## src/rtl/core/hbm_pkg.sv

```systemverilog
`timescale 1ns / 1ps
// ----------------------------------------------------------------------------
// hbm_pkg
// Shared types and constants of the heartbeat monitor.
// ----------------------------------------------------------------------------
package hbm_pkg;

	// input word modes
	localparam logic [1:0] MODE_FEED = 2'd0;
	localparam logic [1:0] MODE_TICK = 2'd1;
	localparam logic [1:0] MODE_LOAD = 2'd2;

	// register indexes (byte address bit 2)
	localparam logic REG_CHANNELS_IN_USE = 1'b0;
	localparam logic REG_MISS_LIMIT      = 1'b1;

	localparam logic [4:0] CHANNELS_IN_USE_RST = 5'd16;
	localparam logic [1:0] MISS_LIMIT_RST      = 2'd3;

	// reports emitted per tick at most
	localparam int MaxResults = 16;
	localparam int KW         = $clog2(MaxResults + 1);

	localparam int FRAC_BITS = 16;
	localparam int DEN_BITS  = 17;

	typedef struct packed {
		logic [4:0] channels_in_use;
		logic [1:0] miss_limit;
	} cfg_t;

endpackage

```

## src/rtl/core/hbm_apb_regs.sv

```systemverilog
`timescale 1ns / 1ps
// ----------------------------------------------------------------------------
// hbm_apb_regs
// Configuration registers behind an APB-style port.
// ----------------------------------------------------------------------------
module hbm_apb_regs (
	input  logic               clk,
	input  logic               arst_n,
	input  logic               psel,
	input  logic               penable,
	input  logic               pwrite,
	input  logic [2:0]         paddr,
	input  logic [31:0]        pwdata,
	output logic [31:0]        prdata,
	output logic               pready,
	output hbm_pkg::cfg_t      cfg
);

	hbm_pkg::cfg_t cfg_q;
	logic          wr_en;

	assign pready = 1'b1;
	assign wr_en  = psel & penable & pwrite & pready;
	assign cfg    = cfg_q;

	always_ff @(posedge clk or negedge arst_n) begin
		if (!arst_n) begin
			cfg_q.channels_in_use <= hbm_pkg::CHANNELS_IN_USE_RST;
			cfg_q.miss_limit      <= hbm_pkg::MISS_LIMIT_RST;
		end else if (wr_en) begin
			unique case (paddr[2])
				hbm_pkg::REG_CHANNELS_IN_USE: cfg_q.channels_in_use <= pwdata[4:0];
				hbm_pkg::REG_MISS_LIMIT:      cfg_q.miss_limit      <= pwdata[1:0];
				default: ;
			endcase
		end
	end

	always_comb begin
		unique case (paddr[2])
			hbm_pkg::REG_CHANNELS_IN_USE: prdata = {27'd0, cfg_q.channels_in_use};
			hbm_pkg::REG_MISS_LIMIT:      prdata = {30'd0, cfg_q.miss_limit};
			default:                      prdata = 32'd0;
		endcase
	end

endmodule

```

## src/rtl/core/hbm_divider.sv

```systemverilog
`timescale 1ns / 1ps
// ----------------------------------------------------------------------------
// hbm_divider
// Restoring divider, one quotient bit a cycle: floor(num * 2^16 / den).
// ----------------------------------------------------------------------------
module hbm_divider (
	input  logic                              clk,
	input  logic                              arst_n,
	input  logic                              start,
	input  logic [hbm_pkg::FRAC_BITS-1:0]     num,
	input  logic [hbm_pkg::DEN_BITS-1:0]      den,
	output logic                              done,
	output logic [hbm_pkg::FRAC_BITS-1:0]     quot
);

	localparam int SW = $clog2(hbm_pkg::FRAC_BITS);

	logic                            busy_q;
	logic                            done_q;
	logic [SW-1:0]                   step_q;
	logic [hbm_pkg::DEN_BITS-1:0]    den_q;
	logic [hbm_pkg::DEN_BITS-1:0]    rem_q;
	logic [hbm_pkg::FRAC_BITS-1:0]   quot_q;
	logic [hbm_pkg::DEN_BITS:0]      trial;
	logic                            fits;

	assign trial = {rem_q, 1'b0};
	assign fits  = trial >= {1'b0, den_q};
	assign done  = done_q;
	assign quot  = quot_q;

	always_ff @(posedge clk or negedge arst_n) begin
		if (!arst_n) begin
			busy_q <= 1'b0;
			done_q <= 1'b0;
			step_q <= '0;
			den_q  <= '0;
			rem_q  <= '0;
			quot_q <= '0;
		end else begin
			done_q <= 1'b0;
			if (start) begin
				den_q  <= den;
				step_q <= '0;
				if (den == '0) begin
					quot_q <= '0;
					done_q <= 1'b1;
				end else if ({1'b0, num} >= den) begin
					// quotient would not fit, saturate
					quot_q <= '1;
					done_q <= 1'b1;
				end else begin
					rem_q  <= {1'b0, num};
					quot_q <= '0;
					busy_q <= 1'b1;
				end
			end else if (busy_q) begin
				if (fits) begin
					rem_q  <= hbm_pkg::DEN_BITS'(trial - {1'b0, den_q});
					quot_q <= {quot_q[hbm_pkg::FRAC_BITS-2:0], 1'b1};
				end else begin
					rem_q  <= trial[hbm_pkg::DEN_BITS-1:0];
					quot_q <= {quot_q[hbm_pkg::FRAC_BITS-2:0], 1'b0};
				end
				step_q <= step_q + 1'b1;
				if (step_q == SW'(hbm_pkg::FRAC_BITS - 1)) begin
					busy_q <= 1'b0;
					done_q <= 1'b1;
				end
			end
		end
	end

endmodule

```

## src/rtl/core/multi_channel_heartbeat_monitor_top.sv

```systemverilog
`timescale 1ns / 1ps
// ----------------------------------------------------------------------------
// multi_channel_heartbeat_monitor_top
// Per-channel activity counters checked against thresholds on each tick.
// ----------------------------------------------------------------------------
// feed and load words leave ready high; the next word is taken the cycle after
// tick word: ready stays low while each checked channel is walked, for the
// finish, for each report (16-step shared divider, no steps when the divisor
// is zero or the fraction saturates) and for any wait on the output side
// a report is held back by one word so the last one of a tick carries tlast
// reset clears all counters and thresholds at once; registers take defaults
module multi_channel_heartbeat_monitor_top #(
	parameter int CHANNELS   = 16,
	parameter int COUNT_BITS = 16
) (
	input  logic        clk,
	input  logic        arst_n,
	input  logic        s_tvalid,
	output logic        s_tready,
	input  logic [23:0] s_tdata,   // channel[4:0], threshold_value[20:5]
	input  logic [1:0]  s_tuser,   // mode[1:0]
	output logic        m_tvalid,
	input  logic        m_tready,
	output logic [39:0] m_tdata,   // report_channel[3:0], activity_count[19:4],
	                               // activity_fraction[35:20]
	output logic        m_tlast,   // last_report
	input  logic        psel,
	input  logic        penable,
	input  logic        pwrite,
	input  logic [2:0]  paddr,
	input  logic [31:0] pwdata,
	output logic [31:0] prdata,
	output logic        pready
);

	localparam int IDX_W = (CHANNELS > 1) ? $clog2(CHANNELS) : 1;
	localparam int NW    = $clog2(CHANNELS + 1);

	localparam logic [2:0] ST_IDLE   = 3'd0;
	localparam logic [2:0] ST_WALK   = 3'd1;
	localparam logic [2:0] ST_DIV    = 3'd2;
	localparam logic [2:0] ST_PUSH   = 3'd3;
	localparam logic [2:0] ST_FINISH = 3'd4;

	hbm_pkg::cfg_t cfg;

	logic [COUNT_BITS-1:0] act_q  [CHANNELS];
	logic [1:0]            miss_q [CHANNELS];
	logic [15:0]           thr_q  [CHANNELS];

	logic [2:0]            state_q;
	logic [IDX_W-1:0]      idx_q;
	logic [NW-1:0]         n_q;
	logic [hbm_pkg::KW-1:0] k_q;

	logic [3:0]            rep_ch_q;
	logic [15:0]           rep_cnt_q;
	logic                  pend_valid_q;
	logic [3:0]            pend_ch_q;
	logic [15:0]           pend_cnt_q;
	logic [15:0]           pend_frac_q;

	logic                  m_tvalid_q;
	logic [39:0]           m_tdata_q;
	logic                  m_tlast_q;

	logic [1:0]            in_mode;
	logic [4:0]            in_ch;
	logic [15:0]           in_thr;
	logic                  in_acc;
	logic                  in_range;
	logic [IDX_W-1:0]      in_idx;
	logic [NW-1:0]         n_next;

	logic [31:0]           cur_cnt;
	logic [15:0]           cur_cnt16;
	logic [15:0]           cur_thr;
	logic                  short_fall;
	logic [1:0]            miss_inc;
	logic                  hit_limit;
	logic                  idx_last;
	logic                  out_free;
	logic                  out_load;

	logic                  div_start;
	logic                  div_done;
	logic [hbm_pkg::DEN_BITS-1:0]  div_den;
	logic [hbm_pkg::FRAC_BITS-1:0] div_quot;

	hbm_apb_regs u_regs (
		.clk     (clk),
		.arst_n  (arst_n),
		.psel    (psel),
		.penable (penable),
		.pwrite  (pwrite),
		.paddr   (paddr),
		.pwdata  (pwdata),
		.prdata  (prdata),
		.pready  (pready),
		.cfg     (cfg)
	);

	assign in_mode  = s_tuser;
	assign in_ch    = s_tdata[4:0];
	assign in_thr   = s_tdata[20:5];
	assign s_tready = (state_q == ST_IDLE);
	assign in_acc   = s_tvalid & s_tready;
	assign in_range = {1'b0, in_ch} < 6'(CHANNELS);
	assign in_idx   = in_ch[IDX_W-1:0];
	assign n_next   = ({1'b0, cfg.channels_in_use} > 6'(CHANNELS)) ?
	                  NW'(CHANNELS) : NW'(cfg.channels_in_use);

	assign cur_cnt    = 32'(act_q[idx_q]);
	assign cur_cnt16  = (|cur_cnt[31:16]) ? 16'hFFFF : cur_cnt[15:0];
	assign cur_thr    = thr_q[idx_q];
	assign short_fall = cur_cnt < 32'(cur_thr);
	assign miss_inc   = miss_q[idx_q] + 2'd1;
	assign hit_limit  = miss_inc >= cfg.miss_limit;
	assign idx_last   = (NW'(idx_q) + NW'(1)) == n_q;
	assign out_free   = ~m_tvalid_q | m_tready;
	assign out_load   = pend_valid_q && out_free &&
	                    (state_q == ST_PUSH || state_q == ST_FINISH);

	// floor(thr * 5 / 4) = thr + floor(thr / 4)
	assign div_den   = hbm_pkg::DEN_BITS'(cur_thr) + hbm_pkg::DEN_BITS'(cur_thr >> 2);
	assign div_start = (state_q == ST_WALK) && short_fall && hit_limit &&
	                   (k_q < hbm_pkg::KW'(hbm_pkg::MaxResults));

	hbm_divider u_div (
		.clk    (clk),
		.arst_n (arst_n),
		.start  (div_start),
		.num    (cur_cnt16),
		.den    (div_den),
		.done   (div_done),
		.quot   (div_quot)
	);

	assign m_tvalid = m_tvalid_q;
	assign m_tdata  = m_tdata_q;
	assign m_tlast  = m_tlast_q;

	// channel storage
	always_ff @(posedge clk or negedge arst_n) begin
		if (!arst_n) begin
			for (int i = 0; i < CHANNELS; i++) begin
				act_q[i]  <= '0;
				miss_q[i] <= '0;
				thr_q[i]  <= '0;
			end
		end else if (in_acc && in_range) begin
			if (in_mode == hbm_pkg::MODE_FEED) begin
				if (act_q[in_idx] != '1)
					act_q[in_idx] <= act_q[in_idx] + 1'b1;
			end else if (in_mode == hbm_pkg::MODE_LOAD) begin
				thr_q[in_idx] <= in_thr;
			end
		end else if (state_q == ST_WALK) begin
			act_q[idx_q] <= '0;
			if (short_fall && !hit_limit)
				miss_q[idx_q] <= miss_inc;
			else
				miss_q[idx_q] <= '0;
		end
	end

	// tick sequencer and output register
	always_ff @(posedge clk or negedge arst_n) begin
		if (!arst_n) begin
			state_q      <= ST_IDLE;
			idx_q        <= '0;
			n_q          <= '0;
			k_q          <= '0;
			rep_ch_q     <= '0;
			rep_cnt_q    <= '0;
			pend_valid_q <= 1'b0;
			pend_ch_q    <= '0;
			pend_cnt_q   <= '0;
			pend_frac_q  <= '0;
			m_tvalid_q   <= 1'b0;
			m_tdata_q    <= '0;
			m_tlast_q    <= 1'b0;
		end else begin
			if (m_tready && !out_load)
				m_tvalid_q <= 1'b0;

			unique case (state_q)
				ST_IDLE: begin
					if (in_acc && in_mode == hbm_pkg::MODE_TICK) begin
						idx_q        <= '0;
						k_q          <= '0;
						pend_valid_q <= 1'b0;
						n_q          <= n_next;
						if (n_next != '0)
							state_q <= ST_WALK;
					end
				end
				ST_WALK: begin
					if (div_start) begin
						rep_ch_q  <= 4'(idx_q);
						rep_cnt_q <= cur_cnt16;
						state_q   <= ST_DIV;
					end else if (idx_last) begin
						state_q <= ST_FINISH;
					end else begin
						idx_q <= idx_q + 1'b1;
					end
				end
				ST_DIV: begin
					if (div_done)
						state_q <= ST_PUSH;
				end
				ST_PUSH: begin
					// hold one report back so the last one can be marked
					if (!pend_valid_q || out_free) begin
						if (pend_valid_q) begin
							m_tvalid_q <= 1'b1;
							m_tdata_q  <= {4'd0, pend_frac_q, pend_cnt_q, pend_ch_q};
							m_tlast_q  <= 1'b0;
						end
						pend_valid_q <= 1'b1;
						pend_ch_q    <= rep_ch_q;
						pend_cnt_q   <= rep_cnt_q;
						pend_frac_q  <= div_quot;
						k_q          <= k_q + 1'b1;
						if (idx_last) begin
							state_q <= ST_FINISH;
						end else begin
							idx_q   <= idx_q + 1'b1;
							state_q <= ST_WALK;
						end
					end
				end
				ST_FINISH: begin
					if (!pend_valid_q) begin
						state_q <= ST_IDLE;
					end else if (out_free) begin
						m_tvalid_q   <= 1'b1;
						m_tdata_q    <= {4'd0, pend_frac_q, pend_cnt_q, pend_ch_q};
						m_tlast_q    <= 1'b1;
						pend_valid_q <= 1'b0;
						state_q      <= ST_IDLE;
					end
				end
				default: state_q <= ST_IDLE;
			endcase
		end
	end

endmodule
```

## config.mk

```make
export PLATFORM = sky130hd
export DESIGN_NAME = multi_channel_heartbeat_monitor_top
export DESIGN_NICKNAME = d
export VERILOG_FILES = /design/src/rtl/core/hbm_pkg.sv /design/src/rtl/core/hbm_apb_regs.sv /design/src/rtl/core/hbm_divider.sv /design/src/rtl/core/multi_channel_heartbeat_monitor_top.sv
export SDC_FILE = /design/constraint.sdc
export NUM_CORES = 2
export LEC_CHECK = 0
export BUFFER_PORTS_ARGS = -buffer_cell sky130_fd_sc_hd__buf_2
export CORE_ASPECT_RATIO = 1.4
export CORE_MARGIN = 8
export CORE_UTILIZATION = 45
export CTS_BUF_LIST = sky130_fd_sc_hd__clkbuf_8
export DETAILED_ROUTE_END_ITERATION = 16
export PLACE_DENSITY_LB_ADDON = 0.25
export SYNTH_ARGS = -nofsm -noshare
export SYNTH_HDL_FRONTEND = slang
export SYNTH_SLANG_ARGS = --single-unit
```

## constraint.sdc

```tcl
create_clock -name clk -period 7.05 [get_ports clk]
set_input_delay 1.41 -clock clk [delete_from_list [all_inputs] [get_ports clk]]
set_output_delay 1.41 -clock clk [all_outputs]
set_load 0.005 [all_outputs]
```

After elaboration in Yosys (flattened, before gate mapping)
Index checks and enable logic that the tools add are counted.
Word-level totals
  memories: 0
  word-level logic and storage cells: 255
  output and inout bits: 76
  input port bits: 68
  register bits: 723
  RAM bits: 0
  bits in read-only memories: 0
  bits in latches: 0
Cells by class
  multiply operators: 0
  divide/modulo/power cells: 0
  reductions and logical operators: 41
  multiplexer cells: 89
  shift operators: 0
  order comparisons: 11
  $add $sub $neg: 8
  equal/unequal tests: 23
  bitwise gates (word level): 14
Operators by type and width (count)
  $mux 256: 4
  $bwmux 256: 2
  $and 256x256->256: 1
  $not 256->256: 1
  $bmux 16 s4: 3
  $mux 16: 12
  $mux 40: 4
  $demux 16 s4: 2
  $mux 17: 5
  $pmux 40 s2: 1
  $pmux 32 s2: 1
  $and 32x32->32: 1
  $bwmux 32: 1
  $mux 32: 1
  $not 32->32: 1
  $mux 3: 9
  $mux 1: 24
  $mux 4: 6
  $ge 18x17->1: 1
  $add 16x14->17: 1
  $ge 16x17->1: 1
  $logic_not 17->1: 1
  $sub 17x17->17: 1
  $add 16x1->16 const B: 1
  47 further kinds: 101

Depth between registers and ports, before layout
  depth in word-level cells: 10
  depth in mapped cells: 29
  gate-level depth less buffers: 21

Cells and area by module
From an unflattened synthesis, not the netlist that was laid out.
Unflattened totals
  cells, all modules: 2949
  area total of the unflattened synthesis: 37337.1 um2
Modules (own cells, without submodules)
  multi_channel_heartbeat_monitor_top: cells an instance 2450, instances 1, area an instance 32845.3 um2
  hbm_divider: cells an instance 448, instances 1, area an instance 3937.5 um2
  hbm_apb_regs: cells an instance 51, instances 1, area an instance 554.3 um2

Worst setup path after synthesis
OpenSTA, ideal clock, no wires.
  path kind: register to register
  start: register idx_q[0]
  end: register u_div.rem_q[10] (netlist name)
  stages on the path, launching flop included: 29
  clock period less this slack: 6.995 ns
  setup time: 0.126 ns
  arrival: 6.869 ns
  path slack: 0.055 ns
  path through: dfrtp_1 -> buf_2 -> buf_2 -> buf_2 -> buf_2 -> buf_2 -> buf_2 -> buf_2 -> mux4_2 -> mux4_2 -> ha_1 -> fa_1 -> a21o_1 -> a221oi_1 -> nor2_1 -> a21o_1 -> xnor2_1 -> ha_1 -> a21oi_1 -> nor2b_1 -> o21ai_0 -> a21boi_0 -> o21a_1 -> o221a_2 -> a31oi_1 -> a21boi_1 -> buf_4 -> buf_4 -> mux2i_1
On the way
  cells in the longest elaborated chain, start to end: 10
  elaborated cells between the ends (all ways): 26
Ends and longest elaborated chain
  start, declared: RTL line multi_channel_heartbeat_monitor_top.sv:52  | logic [IDX_W-1:0] idx_q;
  start signal, assigned: RTL line multi_channel_heartbeat_monitor_top.sv:206  | idx_q <= idx_q + 1'b1;
  start signal, assigned: RTL line multi_channel_heartbeat_monitor_top.sv:229  | idx_q <= idx_q + 1'b1;
  $not 4->5 (implied by the code) (*): RTL line multi_channel_heartbeat_monitor_top.sv:113, multi_channel_heartbeat_monitor_top.sv:115, multi_channel_heartbeat_monitor_top.sv:117
  branches (longest 9 deep; another with $add 16x14->17)
  end signal, assigned: RTL line hbm_divider.sv:53  | rem_q <= {1'b0, num};
  end signal, assigned: RTL line hbm_divider.sv:59  | rem_q <= hbm_pkg::DEN_BITS'(trial - {1'b0, den_q});
  end signal, assigned: RTL line hbm_divider.sv:62  | rem_q <= trial[hbm_pkg::DEN_BITS-1:0];
  end, declared: RTL line hbm_divider.sv:22  | logic [hbm_pkg::DEN_BITS-1:0] rem_q;
Mark *: on every way between the ends. The select of a mux whose other input is x is not followed.
A chain may end at the register's enable or synchronous reset.

Final worst setup path
  start: register idx_q[0]
  end: register u_div.rem_q[9] (netlist name)
The elaborated chain is that of the path after synthesis.

==> results by group <==
Worst setup path
  – Worst r2r src: idx_q[0]
  – R2R Setup Slk: 0.80 ns
  – Worst EP required: 7.67 ns
  – Crit start category: flop
  – Crit path arrival time: 6.88 ns
  – Max FO, Critical Path: 24
  – Worst Setup SP: idx_q[0]
  – Reg2reg end: u_div.rem_q[9]
  – Critical Path End: u_div.rem_q[9]
  – Critical path endpoint category: flop
  – WS Path Type: reg -> reg
  – FF-to-FF path depth: 20

Final layout
  – Register area: 0.01801 mm2
  – Share of layout cells above drive strength 1: 29.92%
  – Final std cells w/o fill: 4,212
  – Syn-to-layout area delta: 9.401%
  – Final core utilization: 49.56%
  – Area of the multi-input gates: 0.01737 mm2
  – Nets: 3,186
  – Final non-filler cell area: 0.04045 mm2
  – Fillcell total: 7,250

Timing
  – Slew Limit Headroom: 10.87%
  – Final Worst Setup Slack: 0.7986 ns
  – # setup viols final: 0
  – Clk_skew: 0.04421 ns
  – Setup TNS: 0 ns
  – Fin crit share: 88.67%
  – Final hold violation count: 0
  – Unrepaired setup endpoints after global routing: no
  – Pins Over Slew Limit: 0
  – Slew @ Worst Pin: 1.327 ns
  – Fin crit period: 6.251 ns
  – Fmax: 160.0 MHz

Floorplan
  – Die area: 0.09172 mm2
  – Die width: 258.3 um
  – Row cnt: 124
  – Starting Density: 45.30%
  – Core area: 0.08161 mm2
  – IO Pins: 144
  – Vert. Die Dim: 355.2 um

Route
  – ANT nets after route: 0
  – Drc violations: 0
  – Iteration-0 DRC count of the detailed router: 1,998
  – Drt pass-1 iters: 5
  – DR vias/cell: 6.070
  – Via count: 25,570
  – Routed WL: 104,800 um
  – DR WL/cell: 24.88 um

Logic synthesis
  – Complex-gate fraction of the synthesized area: 7.753%
  – Synth area leader: dfrtp_1
  – Area share of the largest cell type after synthesis: 48.46%
  – Largest family of logic cells by synthesized area: multiplexers
  – Ranking of synthesized cells by area: dfrtp_1 48%, mux4_2 14%, mux2_2 9.3%
  – Dominant synthesized flop cell: dfrtp_1
  – Cell count after synthesis: 3,039
  – Xor/xnor share of the synthesized area: 1.063%
  – Post-synthesis sequential area ratio: 48.68%
  – EDFF count, synth: 0
  – Yosys cell types: 75
  – Multiplexer share of the synthesized area: 25.23%
  – Adder-cell share of the synthesized area: 2.511%
  – Ys Warns: 0
  – Post-synth ARST share: 100.0%
  – Mean post-synth cell area: 12.17 um2
  – Commonest cells in the netlist: 716 x dfrtp_1, 311 x nand2_1, 306 x mux2_2
  – Mapped Area: 0.03697 mm2
  – Seq cells post-synth: 719
  – Most frequent cell after synthesis: dfrtp_1
  – Simple-Gate Fraction of Synth Area: 9.831%

GRT
  – Initial antenna violation count: 4
  – Global-route wire length before repair: 160,700 um
  – Tot GR Track Use: 22.70%
  – Number of global-route vias before repair: 26,830
  – Largest net degree at the start of global routing: 176
  – Grt ovf: 0

Clock tree
  – CTS tree: done
  – Later-pin clock latency in the skew report: 0.76 ns
  – CTS resizes: 0
  – Total CTS buffers: 112
  – Clock transition at path regs: 0.06 ns
  – Post-CTS Setup Inserts: 0
  – Hold bufs inserted after CTS: 0
  – Clock tree buffer depth: 3
  – Root buf cell: clkbuf_8
  – CTS Sinks: 719
  – Htree depth: 3

Power
  – Pwr dens: 312.6 mW/mm2
  – VDD IR max: 0.2514 mV
  – P_leak: 18.15 nW

Placement
  – Buffers on Ports: 79
  – Gpl congestion: 0.8864
  – DP HPWL: 65,210 um
  – Worst slack, placed: 0.8735 ns
  – Cells after DPL: 4,002
  – Placed inst area: 0.03804 mm2

Outcome
  – Status: complete, no violations

Hold path
  – HP Class: reg -> reg
  – Worst Hold Path Cells: 2

Run
  – Max-cap violations: 0
==> cell usage in the layout (no fill, tap or decap), types with 21 or more instances in the layout <==
master	instances
a21oi_1	49
buf_2	76
buf_4	70
clkbuf_8	149
conb_1	32
dfrtp_1	712
ha_1	71
inv_1	91
mux2_2	306
mux2i_1	28
mux4_2	237
nand2_1	311
nand3_1	279
nor2_1	45
o21ai_0	135
o21ai_1	172
o31ai_1	35
xnor2_1	22
xor2_1	21
==> kinds of logic after synthesis <==
logic type,count (synthesis)
adders and majority gates,73
DFF,719
other,2
buffers and inverters,354
muxes,581
xor gates and xnor gates,44
and+or+nand+nor,773
AOI/OAI and AO/OA,493
==> layer usage <==
layer,wire length [um],vias to the layer above,GRT usage (%)
li1,-,11160,-
met1,40250,13130,27.83
met2,50720,959,37.37
met3,7165,320,4.047
met4,6650,2,13.62
met5,10,-,0
==> power by group <==
part | switching [mW] | internal, mW | total (mW)
Clock | 1.70 | 1.97 | 3.67
Sequential | 0.388 | 4.64 | 5.02
Combinational | 2.27 | 1.68 | 3.95
==> registers in the layout (all words and copies together), names as in the netlist, 17 cells and up <==
name,cells
m_tdata,36
thr_q,256
u_div.rem_q,17
act_q,256
miss_q,32
u_div.den_q,17
==> through the flow <==
step / hold WS [ns] / total power, mW
2_1_floorplan: 0.4380 / 8.023
3_3_place_gp: 0.4538 / 8.904
3_5_place_dp: 0.4611 / 9.044
4_1_cts: 0.4585 / 12.74
5_1_grt: 0.4746 / 13.37
6_report: 0.4551 / 12.65
==> worst min-delay path by stage <==
stage / start / to / slack [ns]
2_1_floorplan: u_div.quot[15] / pend_frac_q[15] / 0.44
3_3_place_gp: miss_q[26] / miss_q[26] / 0.45
3_5_place_dp: rep_cnt_q[0] / pend_cnt_q[0] / 0.46
4_1_cts: rep_cnt_q[12] / pend_cnt_q[12] / 0.46
5_1_grt: rep_cnt_q[12] / pend_cnt_q[12] / 0.47
6_report: rep_ch_q[0] / pend_ch_q[0] / 0.46
==> worst max-delay path, cell delays in order (launching register included) <==
cell and delay (ns):
dfrtp_4 0.75, buf_4 0.29, mux4_2 0.51, mux4_2 0.61, ha_1 0.40, a211o_1 0.35
a221oi_1 0.52, nor2_1 0.11, a21o_1 0.22, xnor2_1 0.27, ha_1 0.31, a21oi_1 0.15
nor2b_1 0.06, o21ai_0 0.16, a21boi_0 0.11, o21a_1 0.18, o221a_2 0.25, a31oi_1 0.29
a21boi_2 0.12, buf_12 0.18, mux2_2 0.28
==> layout make-up <==
type	count	area share (%)
inverter	60	0.5568
tap	1071	3.313
sequential	719	44.52
timing repair buffer	156	2.722
clock buffer	149	5.070
antenna	3	0.01856
multi-input combinational	1996	42.93
clock inverter	58	0.8692
Note: power is estimated with default switching activity, not from simulation.
